$ cat config.mk
export PLATFORM = sky130hd
export DESIGN_NAME = banded_lower_triangular_solve_flat
export DESIGN_NICKNAME = d
export VERILOG_FILES = /design/src/rtl/blts_pkg.sv /design/src/rtl/blts_item_if.sv /design/src/rtl/blts_result_if.sv /design/src/rtl/blts_datapath.sv /design/src/rtl/blts_ctrl.sv /design/src/rtl/banded_lower_triangular_solve.sv /design/src/flat_wrapper.sv
export SDC_FILE = /design/constraint.sdc
export NUM_CORES = 2
export LEC_CHECK = 0
export ABC_CLOCK_PERIOD_IN_PS = 24700
export BUFFER_PORTS_ARGS = -buffer_cell sky130_fd_sc_hd__buf_2
export CORE_MARGIN = 4
export CORE_UTILIZATION = 60
export CTS_BUF_LIST = sky130_fd_sc_hd__clkbuf_2
export CTS_CLUSTER_DIAMETER = 50
export DETAILED_ROUTE_END_ITERATION = 7
export PLACE_DENSITY = 0.86
export SETUP_SLACK_MARGIN = 0.5
export SLEW_MARGIN = 5
export SYNTH_ARGS = -nofsm -noshare
export SYNTH_HDL_FRONTEND = slang
export SYNTH_SLANG_ARGS = --single-unit
$ cat constraint.sdc
create_clock -name clk -period 24.7 [get_ports clk]
set_input_delay 3.705 -clock clk [delete_from_list [all_inputs] [get_ports clk]]
set_output_delay 3.705 -clock clk [all_outputs]
set_load 0.005 [all_outputs]
$ cat src/rtl/blts_pkg.sv
// shared types and constants for the banded lower-triangular solver
`default_nettype none

package blts_pkg;

  localparam int DATA_W       = 32;
  localparam int ACC_W        = 64;
  localparam int OFF_W        = 4;
  localparam int BW_W         = 5;
  localparam int BAND_MAX_DEF = 16;
  // deepest window entry a 4-bit offset can reach
  localparam int WIN_REACH    = 15;
  localparam int DIV_STEPS    = 32;
  localparam int CNT_W        = $clog2(DIV_STEPS);

  localparam logic [BW_W-1:0]   BW_RESET = BW_W'(16);
  localparam logic [DATA_W-1:0] SAT_POS  = 32'h7fff_ffff;
  localparam logic [DATA_W-1:0] SAT_NEG  = 32'h8000_0000;

  typedef struct packed {
    logic load;
    logic mul;
    logic acc;
    logic num;
    logic mag;
    logic prep;
    logic div_step;
    logic finish;
  } cmd_t;

  typedef struct packed {
    logic diag;
    logic skip_div;
    logic out_free;
  } status_t;

endpackage

`default_nettype wire

$ cat src/rtl/blts_item_if.sv
// input channel: one band coefficient per beat
`default_nettype none

interface blts_item_if;
  import blts_pkg::*;

  logic                     valid;
  logic                     ready;
  logic signed [DATA_W-1:0] coefficient;
  logic signed [DATA_W-1:0] rhs_value;
  logic [OFF_W-1:0]         band_offset;
  logic                     new_system;
  logic                     final_row;

  modport source (
    output valid, coefficient, rhs_value, band_offset, new_system, final_row,
    input  ready
  );

  modport sink (
    input  valid, coefficient, rhs_value, band_offset, new_system, final_row,
    output ready
  );
endinterface

`default_nettype wire

$ cat src/rtl/blts_result_if.sv
// output channel: one solved unknown per beat
`default_nettype none

interface blts_result_if;
  import blts_pkg::*;

  logic                     valid;
  logic                     ready;
  logic signed [DATA_W-1:0] solution;
  logic                     last_of_system;
  logic                     divide_by_zero;
  logic                     overflow;

  modport source (
    output valid, solution, last_of_system, divide_by_zero, overflow,
    input  ready
  );

  modport sink (
    input  valid, solution, last_of_system, divide_by_zero, overflow,
    output ready
  );
endinterface

`default_nettype wire

$ cat src/rtl/blts_datapath.sv
// solver datapath: window, multiply-accumulate, radix-2 divider, output register
`default_nettype none

module blts_datapath #(
  parameter int BAND_MAX = blts_pkg::BAND_MAX_DEF
) (
  input  wire logic                             clk,
  input  wire logic                             rst,
  input  wire blts_pkg::cmd_t                   cmd,
  output blts_pkg::status_t                     status,
  input  wire logic                             bandwidth_we,
  input  wire logic [blts_pkg::BW_W-1:0]        bandwidth_wdata,
  input  wire logic signed [blts_pkg::DATA_W-1:0] coefficient,
  input  wire logic signed [blts_pkg::DATA_W-1:0] rhs_value,
  input  wire logic [blts_pkg::OFF_W-1:0]       band_offset,
  input  wire logic                             new_system,
  input  wire logic                             final_row,
  input  wire logic                             result_ready,
  output logic                                  result_valid,
  output logic signed [blts_pkg::DATA_W-1:0]    solution,
  output logic                                  last_of_system,
  output logic                                  divide_by_zero,
  output logic                                  overflow
);
  import blts_pkg::*;

  localparam int WD    = (BAND_MAX - 1 < WIN_REACH) ? BAND_MAX - 1 : WIN_REACH;
  localparam int IDX_W = (WD > 1) ? $clog2(WD) : 1;
  localparam logic [6:0] BAND_LIM = 7'(BAND_MAX);
  localparam logic [6:0] WD_LIM   = 7'(WD);

  logic [BW_W-1:0]          bandwidth;
  logic signed [DATA_W-1:0] window [WD];
  logic signed [DATA_W-1:0] coef_r;
  logic signed [DATA_W-1:0] rhs_r;
  logic [OFF_W-1:0]         off_r;
  logic                     fin_r;
  logic                     use_term;
  logic signed [ACC_W-1:0]  prod;
  logic signed [ACC_W-1:0]  acc;
  logic                     sticky;
  logic [ACC_W-1:0]         num_r;
  logic                     ov_r;
  logic                     nneg;
  logic                     dneg;
  logic                     dz_r;
  logic                     big_r;
  logic [ACC_W-1:0]         nmag;
  logic [DATA_W-1:0]        dmag;
  logic [DATA_W-1:0]        rem;
  logic [DATA_W-1:0]        qbits;

  // effective bandwidth and term selection at the input beat
  logic [6:0]       bw_ext;
  logic [6:0]       bw_eff;
  logic [6:0]       off_ext;
  logic             term_ok;
  logic [OFF_W-1:0] off_m1;
  logic [IDX_W-1:0] rd_idx;
  logic signed [DATA_W-1:0] x_sel;

  always_comb begin
    bw_ext  = {2'b00, bandwidth};
    off_ext = {3'b000, band_offset};
    if (bw_ext == 7'd0) begin
      bw_eff = 7'd1;
    end else if (bw_ext > BAND_LIM) begin
      bw_eff = BAND_LIM;
    end else begin
      bw_eff = bw_ext;
    end
    term_ok = (band_offset != '0) && (off_ext < bw_eff) && (off_ext <= WD_LIM);
    off_m1  = off_r - OFF_W'(1);
    rd_idx  = off_m1[IDX_W-1:0];
    x_sel   = '0;
    if (use_term) begin
      x_sel = window[rd_idx];
    end
  end

  // saturating accumulate
  logic signed [ACC_W-1:0] sum;
  logic                    sum_ov;
  logic signed [ACC_W-1:0] sum_sat;

  always_comb begin
    sum     = acc + prod;
    sum_ov  = (acc[ACC_W-1] == prod[ACC_W-1]) && (sum[ACC_W-1] != acc[ACC_W-1]);
    sum_sat = sum;
    if (sum_ov) begin
      sum_sat = acc[ACC_W-1] ? {1'b1, {(ACC_W-1){1'b0}}} : {1'b0, {(ACC_W-1){1'b1}}};
    end
  end

  // saturating numerator: rhs widened to q32.32 minus accumulator
  logic [ACC_W-1:0] rhs_ext;
  logic [ACC_W-1:0] diff;
  logic             diff_ov;
  logic [ACC_W-1:0] diff_sat;

  always_comb begin
    rhs_ext  = {{16{rhs_r[DATA_W-1]}}, rhs_r, 16'h0000};
    diff     = rhs_ext - acc;
    diff_ov  = (rhs_ext[ACC_W-1] != acc[ACC_W-1]) &&
               (diff[ACC_W-1] != rhs_ext[ACC_W-1]);
    diff_sat = diff;
    if (diff_ov) begin
      diff_sat = rhs_ext[ACC_W-1] ? {1'b1, {(ACC_W-1){1'b0}}} :
                                    {1'b0, {(ACC_W-1){1'b1}}};
    end
  end

  // one quotient bit per step; remainder always stays below the divisor
  logic [DATA_W:0]   trial;
  logic [DATA_W:0]   trial_sub;
  logic              trial_ge;
  logic [DATA_W-1:0] rem_next;
  logic              big_now;

  always_comb begin
    trial     = {rem, qbits[DATA_W-1]};
    trial_sub = trial - {1'b0, dmag};
    trial_ge  = trial >= {1'b0, dmag};
    rem_next  = trial_ge ? trial_sub[DATA_W-1:0] : trial[DATA_W-1:0];
    big_now   = nmag[ACC_W-1:DATA_W] >= dmag;
  end

  // result forming with saturation
  logic [DATA_W-1:0] sol;
  logic              sol_ov;

  always_comb begin
    sol    = '0;
    sol_ov = ov_r;
    if (dz_r) begin
      sol = nneg ? SAT_NEG : SAT_POS;
    end else if (big_r) begin
      sol    = (nneg != dneg) ? SAT_NEG : SAT_POS;
      sol_ov = 1'b1;
    end else if (nneg != dneg) begin
      if (qbits > SAT_NEG) begin
        sol    = SAT_NEG;
        sol_ov = 1'b1;
      end else begin
        sol = DATA_W'(0) - qbits;
      end
    end else begin
      if (qbits > SAT_POS) begin
        sol    = SAT_POS;
        sol_ov = 1'b1;
      end else begin
        sol = qbits;
      end
    end
  end

  always_ff @(posedge clk) begin
    if (rst) begin
      bandwidth <= BW_RESET;
    end else if (bandwidth_we) begin
      bandwidth <= bandwidth_wdata;
    end
  end

  always_ff @(posedge clk) begin
    if (rst) begin
      acc    <= '0;
      sticky <= 1'b0;
      for (int i = 0; i < WD; i++) begin
        window[i] <= '0;
      end
    end else begin
      if (cmd.load && new_system) begin
        acc    <= '0;
        sticky <= 1'b0;
        for (int i = 0; i < WD; i++) begin
          window[i] <= '0;
        end
      end
      if (cmd.acc && use_term) begin
        acc <= sum_sat;
        if (sum_ov) begin
          sticky <= 1'b1;
        end
      end
      if (cmd.finish) begin
        acc    <= '0;
        sticky <= 1'b0;
        for (int i = WD - 1; i > 0; i--) begin
          window[i] <= window[i-1];
        end
        window[0] <= sol;
      end
    end
  end

  always_ff @(posedge clk) begin
    if (cmd.load) begin
      coef_r   <= coefficient;
      rhs_r    <= rhs_value;
      off_r    <= band_offset;
      fin_r    <= final_row;
      use_term <= term_ok;
    end
    if (cmd.mul) begin
      prod <= coef_r * x_sel;
    end
    if (cmd.num) begin
      num_r <= diff_sat;
      ov_r  <= sticky | diff_ov;
    end
    if (cmd.mag) begin
      nneg <= num_r[ACC_W-1];
      nmag <= num_r[ACC_W-1] ? (ACC_W'(0) - num_r) : num_r;
      dneg <= coef_r[DATA_W-1];
      dmag <= coef_r[DATA_W-1] ? (DATA_W'(0) - coef_r) : coef_r;
      dz_r <= (coef_r == '0);
    end
    if (cmd.prep) begin
      big_r <= big_now;
      rem   <= nmag[ACC_W-1:DATA_W];
      qbits <= nmag[DATA_W-1:0];
    end
    if (cmd.div_step) begin
      rem   <= rem_next;
      qbits <= {qbits[DATA_W-2:0], trial_ge};
    end
  end

  // output register
  always_ff @(posedge clk) begin
    if (rst) begin
      result_valid <= 1'b0;
    end else if (cmd.finish) begin
      result_valid <= 1'b1;
    end else if (result_ready) begin
      result_valid <= 1'b0;
    end
  end

  always_ff @(posedge clk) begin
    if (cmd.finish) begin
      solution       <= sol;
      last_of_system <= fin_r;
      divide_by_zero <= dz_r;
      overflow       <= sol_ov;
    end
  end

  always_comb begin
    status.diag     = (band_offset == '0);
    status.skip_div = dz_r || big_now;
    status.out_free = !result_valid || result_ready;
  end

endmodule

`default_nettype wire

$ cat src/rtl/blts_ctrl.sv
// solver sequencer: steps each beat through multiply-accumulate or divide
`default_nettype none

module blts_ctrl (
  input  wire logic              clk,
  input  wire logic              rst,
  input  wire logic              item_valid,
  output logic                   item_ready,
  input  wire blts_pkg::status_t status,
  output blts_pkg::cmd_t         cmd
);
  import blts_pkg::*;

  localparam logic [2:0] ST_IDLE = 3'd0;
  localparam logic [2:0] ST_MUL  = 3'd1;
  localparam logic [2:0] ST_ACC  = 3'd2;
  localparam logic [2:0] ST_NUM  = 3'd3;
  localparam logic [2:0] ST_MAG  = 3'd4;
  localparam logic [2:0] ST_PREP = 3'd5;
  localparam logic [2:0] ST_DIV  = 3'd6;
  localparam logic [2:0] ST_FIN  = 3'd7;

  logic [2:0]       state;
  logic [2:0]       state_next;
  logic [CNT_W-1:0] cnt;
  logic [CNT_W-1:0] cnt_next;

  always_comb begin
    state_next = state;
    cnt_next   = cnt;
    cmd        = '0;
    item_ready = 1'b0;
    case (state)
      ST_IDLE: begin
        item_ready = 1'b1;
        if (item_valid) begin
          cmd.load   = 1'b1;
          state_next = status.diag ? ST_NUM : ST_MUL;
        end
      end
      ST_MUL: begin
        cmd.mul    = 1'b1;
        state_next = ST_ACC;
      end
      ST_ACC: begin
        cmd.acc    = 1'b1;
        state_next = ST_IDLE;
      end
      ST_NUM: begin
        cmd.num    = 1'b1;
        state_next = ST_MAG;
      end
      ST_MAG: begin
        cmd.mag    = 1'b1;
        state_next = ST_PREP;
      end
      ST_PREP: begin
        cmd.prep   = 1'b1;
        cnt_next   = '0;
        state_next = status.skip_div ? ST_FIN : ST_DIV;
      end
      ST_DIV: begin
        cmd.div_step = 1'b1;
        cnt_next     = cnt + CNT_W'(1);
        if (cnt == CNT_W'(DIV_STEPS - 1)) begin
          state_next = ST_FIN;
        end
      end
      ST_FIN: begin
        // hold the result until the output register is free
        if (status.out_free) begin
          cmd.finish = 1'b1;
          state_next = ST_IDLE;
        end
      end
      default: begin
        state_next = ST_IDLE;
      end
    endcase
  end

  always_ff @(posedge clk) begin
    if (rst) begin
      state <= ST_IDLE;
      cnt   <= '0;
    end else begin
      state <= state_next;
      cnt   <= cnt_next;
    end
  end

  a_one_cmd: assert property (@(posedge clk) disable iff (rst)
    $onehot0({cmd.load, cmd.mul, cmd.acc, cmd.num, cmd.mag, cmd.prep,
              cmd.div_step, cmd.finish}))
    else $error("more than one datapath command at once");

  a_finish_free: assert property (@(posedge clk) disable iff (rst)
    cmd.finish |-> status.out_free)
    else $error("result written while output register is full");

  a_offdiag_mac: assert property (@(posedge clk) disable iff (rst)
    cmd.load && !status.diag |=> cmd.mul ##1 cmd.acc)
    else $error("off-diagonal beat did not multiply then accumulate");

  a_div_follows: assert property (@(posedge clk) disable iff (rst)
    cmd.prep && !status.skip_div |=> cmd.div_step)
    else $error("divider did not start after preparation");

endmodule

`default_nettype wire

$ cat src/rtl/banded_lower_triangular_solve.sv
// banded lower-triangular forward substitution, top level
// Usage: each row of the system arrives on the item channel as its
// off-diagonal band coefficients (band_offset 1..15), then one diagonal
// beat (band_offset 0) that carries rhs_value. new_system on a beat clears
// the solution window and the row accumulator first. Only the diagonal
// beat produces a result beat on the result channel.
// Timing: an off-diagonal beat passes through accept, 32x32 multiply and
// 64-bit saturating add. A diagonal beat passes through accept,
// numerator, magnitudes, divider setup, 32 radix-2 divider steps and
// the saturating result stage that loads the result register; a zero
// diagonal or a quotient of 2^32 or more skips the steps. Item ready
// is high only while idle, so a beat is finished before the next is taken.
// bandwidth is written through bandwidth_we / bandwidth_wdata; the user
// must write it only while idle; the block does not enforce this.
// Reset (rst, synchronous) clears the window, accumulator and flags,
// sets bandwidth to 16 and empties the result register. A stalled
// receiver holds the result; the block still takes off-diagonal beats
// and computes the next quotient, then waits before overwriting it.
`default_nettype none

module banded_lower_triangular_solve #(
  parameter int BAND_MAX = blts_pkg::BAND_MAX_DEF
) (
  input  wire logic                      clk,
  input  wire logic                      rst,
  input  wire logic                      bandwidth_we,
  input  wire logic [blts_pkg::BW_W-1:0] bandwidth_wdata,
  blts_item_if.sink                      item,
  blts_result_if.source                  result
);
  import blts_pkg::*;

  cmd_t    cmd;
  status_t status;

  blts_ctrl u_ctrl (
    .clk        (clk),
    .rst        (rst),
    .item_valid (item.valid),
    .item_ready (item.ready),
    .status     (status),
    .cmd        (cmd)
  );

  blts_datapath #(
    .BAND_MAX (BAND_MAX)
  ) u_datapath (
    .clk             (clk),
    .rst             (rst),
    .cmd             (cmd),
    .status          (status),
    .bandwidth_we    (bandwidth_we),
    .bandwidth_wdata (bandwidth_wdata),
    .coefficient     (item.coefficient),
    .rhs_value       (item.rhs_value),
    .band_offset     (item.band_offset),
    .new_system      (item.new_system),
    .final_row       (item.final_row),
    .result_ready    (result.ready),
    .result_valid    (result.valid),
    .solution        (result.solution),
    .last_of_system  (result.last_of_system),
    .divide_by_zero  (result.divide_by_zero),
    .overflow        (result.overflow)
  );

endmodule

`default_nettype wire
$ cat src/flat_wrapper.sv
// flat-port wrapper written by rule: the top's interface ports become plain ports
module banded_lower_triangular_solve_flat import blts_pkg::*;
#(
  parameter int BAND_MAX = blts_pkg::BAND_MAX_DEF
)
  (clk, rst, bandwidth_we, bandwidth_wdata, item_valid, item_coefficient, item_rhs_value, item_band_offset, item_new_system, item_final_row, item_ready, result_valid, result_solution, result_last_of_system, result_divide_by_zero, result_overflow, result_ready);
  blts_item_if item_i ();
  blts_result_if result_i ();
  input  wire logic clk;
  input  wire logic rst;
  input  wire logic bandwidth_we;
  input  wire logic [blts_pkg::BW_W-1:0] bandwidth_wdata;
  input wire logic [$bits(item_i.valid)-1:0] item_valid;
  input wire logic [$bits(item_i.coefficient)-1:0] item_coefficient;
  input wire logic [$bits(item_i.rhs_value)-1:0] item_rhs_value;
  input wire logic [$bits(item_i.band_offset)-1:0] item_band_offset;
  input wire logic [$bits(item_i.new_system)-1:0] item_new_system;
  input wire logic [$bits(item_i.final_row)-1:0] item_final_row;
  output wire logic [$bits(item_i.ready)-1:0] item_ready;
  output wire logic [$bits(result_i.valid)-1:0] result_valid;
  output wire logic [$bits(result_i.solution)-1:0] result_solution;
  output wire logic [$bits(result_i.last_of_system)-1:0] result_last_of_system;
  output wire logic [$bits(result_i.divide_by_zero)-1:0] result_divide_by_zero;
  output wire logic [$bits(result_i.overflow)-1:0] result_overflow;
  input wire logic [$bits(result_i.ready)-1:0] result_ready;
  assign item_i.valid = item_valid;
  assign item_i.coefficient = item_coefficient;
  assign item_i.rhs_value = item_rhs_value;
  assign item_i.band_offset = item_band_offset;
  assign item_i.new_system = item_new_system;
  assign item_i.final_row = item_final_row;
  assign item_ready = item_i.ready;
  assign result_valid = result_i.valid;
  assign result_solution = result_i.solution;
  assign result_last_of_system = result_i.last_of_system;
  assign result_divide_by_zero = result_i.divide_by_zero;
  assign result_overflow = result_i.overflow;
  assign result_i.ready = result_ready;
  banded_lower_triangular_solve #(.BAND_MAX(BAND_MAX)) u_core (.clk(clk), .rst(rst), .bandwidth_we(bandwidth_we), .bandwidth_wdata(bandwidth_wdata), .item(item_i), .result(result_i));
endmodule
==> results.yml <==
outcome:
  status: "finished, final reports clean"
floorplan:
  die_area_um2: 147000
  io_pins: 117
  initial_utilization: 0.605
  placement_rows: 137
  core_um2: 140000
  die_x_um: 384
  dieHeight_um: 384
route:
  detail-route-antenna-nets: 0
  dr.pass1.iters: 6
  drcViolationCount: 0
  via_per_inst: 6.21
  routed_wl_um: 234000
  drtIter0Drc: 6528
  wl_per_cell_um: 22.9
  vias: 63508
timing:
  setup_viol: 0
  finalCriticalPeriod_ns: 13.44
  rsz0062_at_grt: "false"
  relSlewSlack: 0.0963
  fmax_ghz: 0.0744
  hold_viol: 0
  fin_tns_setup_ns: 0
  skew_ns: 0.145
  min_period_over_period: 0.544
  tightest_slew_ns: 1.36
  slew_viol_final: 0
clock_network:
  clkTransAtPathRegs_ns: 0.11
  ctsHoldBuffers: 0
  cts_buffers: 217
  post_cts_resized: 0
  root_buffer: "clkbuf_2"
  h-tree-depth: 4
  cts.path.max_buffers: 3
  cts_sinks: 957
  clock_latency_ns: 1.66
  cts_setup_buffers: 0
  cts_tree: "done"
synthesis:
  synth-edff-count: 686
  yosys.area.top_type: "fa_1"
  syn_nets: 9740
  synth_top_cells_by_area: "fa_1 26%, edfxtp_1 24%, dfxtp_1 6.4%, ha_1 5.4%, inv_1 4.7%"
  synth_warnings: 0
  seq_area_frac_synth: 0.308
  yosysTopAreaCellShare: 0.257
  async_flop_share: 0
  yosysUniqueCellTypes: 79
  synth-seq-cells: 957
  synth_cells: 8207
  synth_ff_type: "edfxtp_1"
  syn-cell-area_um2: 84600
  avgSynthCellArea_um2: 10.3
setup_path:
  crit_fanout: 75
  cp.required_ns: 26.05
  r2r_cells: 35
  crit_path_end_kind: "register"
  start_kind: "register"
  cpPeakStageDelay_ns: 0.96
  rrSetupSlack_ns: 11.26
  cp.arrival_ns: 14.79
  path_class: "reg -> reg"
  r2r_start: "u_core.u_datapath.off_r[0]$_DFFE_PP_"
  crit_path_frequent_cell: "fa_1"
  reg2reg_to: "u_core.u_datapath.prod[62]$_DFFE_PP_"
  crit_slowest_cell: "o311ai_0"
finish:
  layout.nets: 9673
  drive_gt1_frac: 0.0911
  areaGrowthSynthToFinish_pct: 5.02
min_path:
  hold_end: "u_core.u_datapath.qbits[12]$_DFFE_PP_"
  min_path_cells: 2
  hp-class: "reg -> reg"
  hp-start: "u_core.u_datapath.nmag[12]$_DFFE_PP_"
global_routing:
  grt_pass1_vias: 65965
  grt_pass1_wl_um: 368000
  antenna_found_initial: 12
  track_usage: 0.322
  grt_max_degree: 139
  grt-ovfl-total: 0
placement:
  portBuffers: 116
  gp_congestion: 1.00
  hpwlAfterDp_um: 170000
flow_run:
  drv_cap: 0
placed cells by master, fill, tap and decap left out, drive strengths merged, types with 85 or more instances in the layout:
master / count
xnor2: 230
and2: 330
dfxtp: 271
a211oi: 85
o21ai: 330
nor2: 217
edfxtp: 686
and3: 529
buf: 236
fa: 1085
mux2i: 91
a21o: 135
a21oi: 319
nand2: 987
a22o: 166
mux4: 96
ha: 368
clkbuf: 332
inv: 1069
per-stage QoR:
stage,area (um2),setup slack (ns),hold WS (ns),util,instances
2_1_floorplan,84600,12.21,0.400,-,8207
3_3_place_gp,86700,12.10,0.401,0.620,9797
3_5_place_dp,86700,11.75,0.429,0.620,9797
4_1_cts,88800,11.76,0.439,0.635,10206
5_1_grt,88800,10.79,0.473,0.635,10212
6_report,88900,11.26,0.454,0.635,10220
worst max-delay path: cells and delay by family, from the launching register on:
kind / cells / cell delay [ns]
adder cells (fa/ha/maj): 10 / 4.90
AND/OR/NAND/NOR: 9 / 2.77
AO/OA/AOI/OAI: 8 / 2.69
buffers and inverters: 7 / 2.22
flip-flops: 1 / 0.41
XOR/XNOR: 1 / 0.10
routing by layer:
metal / vias up / share of wire / track usage
li1: 27447 / - / -
met1: 31522 / 0.37 / 0.421
met2: 3687 / 0.46 / 0.493
met3: 848 / 0.11 / 0.0861
met4: 4 / 0.058 / 0.173
met5: - / 0.00012 / 0
worst max-delay path by stage:
stage,cells after the start,startpoint,end
floorplan,42,u_core.u_datapath.off_r[0]$_DFFE_PP_,u_core.u_datapath.prod[63]$_DFFE_PP_
detailed placement,35,u_core.u_datapath.off_r[0]$_DFFE_PP_,u_core.u_datapath.prod[62]$_DFFE_PP_
global placement,34,u_core.u_datapath.off_r[0]$_DFFE_PP_,u_core.u_datapath.prod[62]$_DFFE_PP_
CTS,35,u_core.u_datapath.off_r[0]$_DFFE_PP_,u_core.u_datapath.prod[62]$_DFFE_PP_
finish,35,u_core.u_datapath.off_r[0]$_DFFE_PP_,u_core.u_datapath.prod[62]$_DFFE_PP_
global route,37,u_core.u_datapath.off_r[0]$_DFFE_PP_,u_core.u_datapath.prod[62]$_DFFE_PP_
sequential cells by signal (all words and copies together), names as in the netlist, 3 cells and up:
| name | count |
|---|---|
| u_core.u_datapath.window | 480 |
| u_core.u_datapath.acc | 64 |
| u_core.u_datapath.nmag | 64 |
| u_core.u_datapath.num_r | 64 |
| u_core.u_datapath.prod | 64 |
| u_core.u_datapath.coef_r | 32 |
| u_core.u_datapath.dmag | 32 |
| u_core.u_datapath.qbits | 32 |
| u_core.u_datapath.rem | 32 |
| u_core.u_datapath.rhs_r | 32 |
| u_core.u_datapath.solution | 32 |
| u_core.u_ctrl.cnt | 5 |
| u_core.u_datapath.bandwidth | 5 |
| u_core.u_datapath.off_r | 4 |
| u_core.u_ctrl.state | 3 |
Yosys cell counts, types with 22 or more instances:
master,n
a211oi_1,85
nor2_1,217
o21bai_1,25
xor2_1,70
buf_1,35
o21ai_0,330
fa_1,1085
o31ai_1,43
a21o_1,135
nor2b_1,32
edfxtp_1,686
or3_1,40
nand2b_1,45
mux4_2,96
inv_1,1063
and2_1,329
and3_1,529
nor3_1,52
nand3_1,59
a22o_1,166
xnor2_1,230
ha_1,368
nand2_1,987
clkbuf_1,482
a31oi_1,35
a21oi_1,319
o21a_1,27
dfxtp_1,271
mux2i_1,91
nand4_1,35
or2_2,22
cells by family after synthesis:
kind of cell | after synthesis | synth area share
xor+xnor | 300 | 0.0311
buf+inv | 1585 | 0.0704
compound gates | 1294 | 0.0992
simple gates | 2430 | 0.144
mux | 188 | 0.0365
flops | 957 | 0.308
fa+ha+maj | 1453 | 0.311
final cells by class:
| type | instances | area, um2 |
|---|---|---|
| fill | 10665 | 51000 |
| multi-input combinational | 5665 | 52800 |
| timing repair buffer | 236 | 1490 |
| clock inverter | 77 | 490 |
| sequential | 957 | 26000 |
| tap | 1876 | 2350 |
| antenna | 14 | 35.0 |
| clock buffer | 332 | 1660 |
| inverter | 1063 | 4000 |
Power is left out: the tool's default activity adds up to more than one toggle a clock period on the data nets, which glitch-free logic cannot reach.
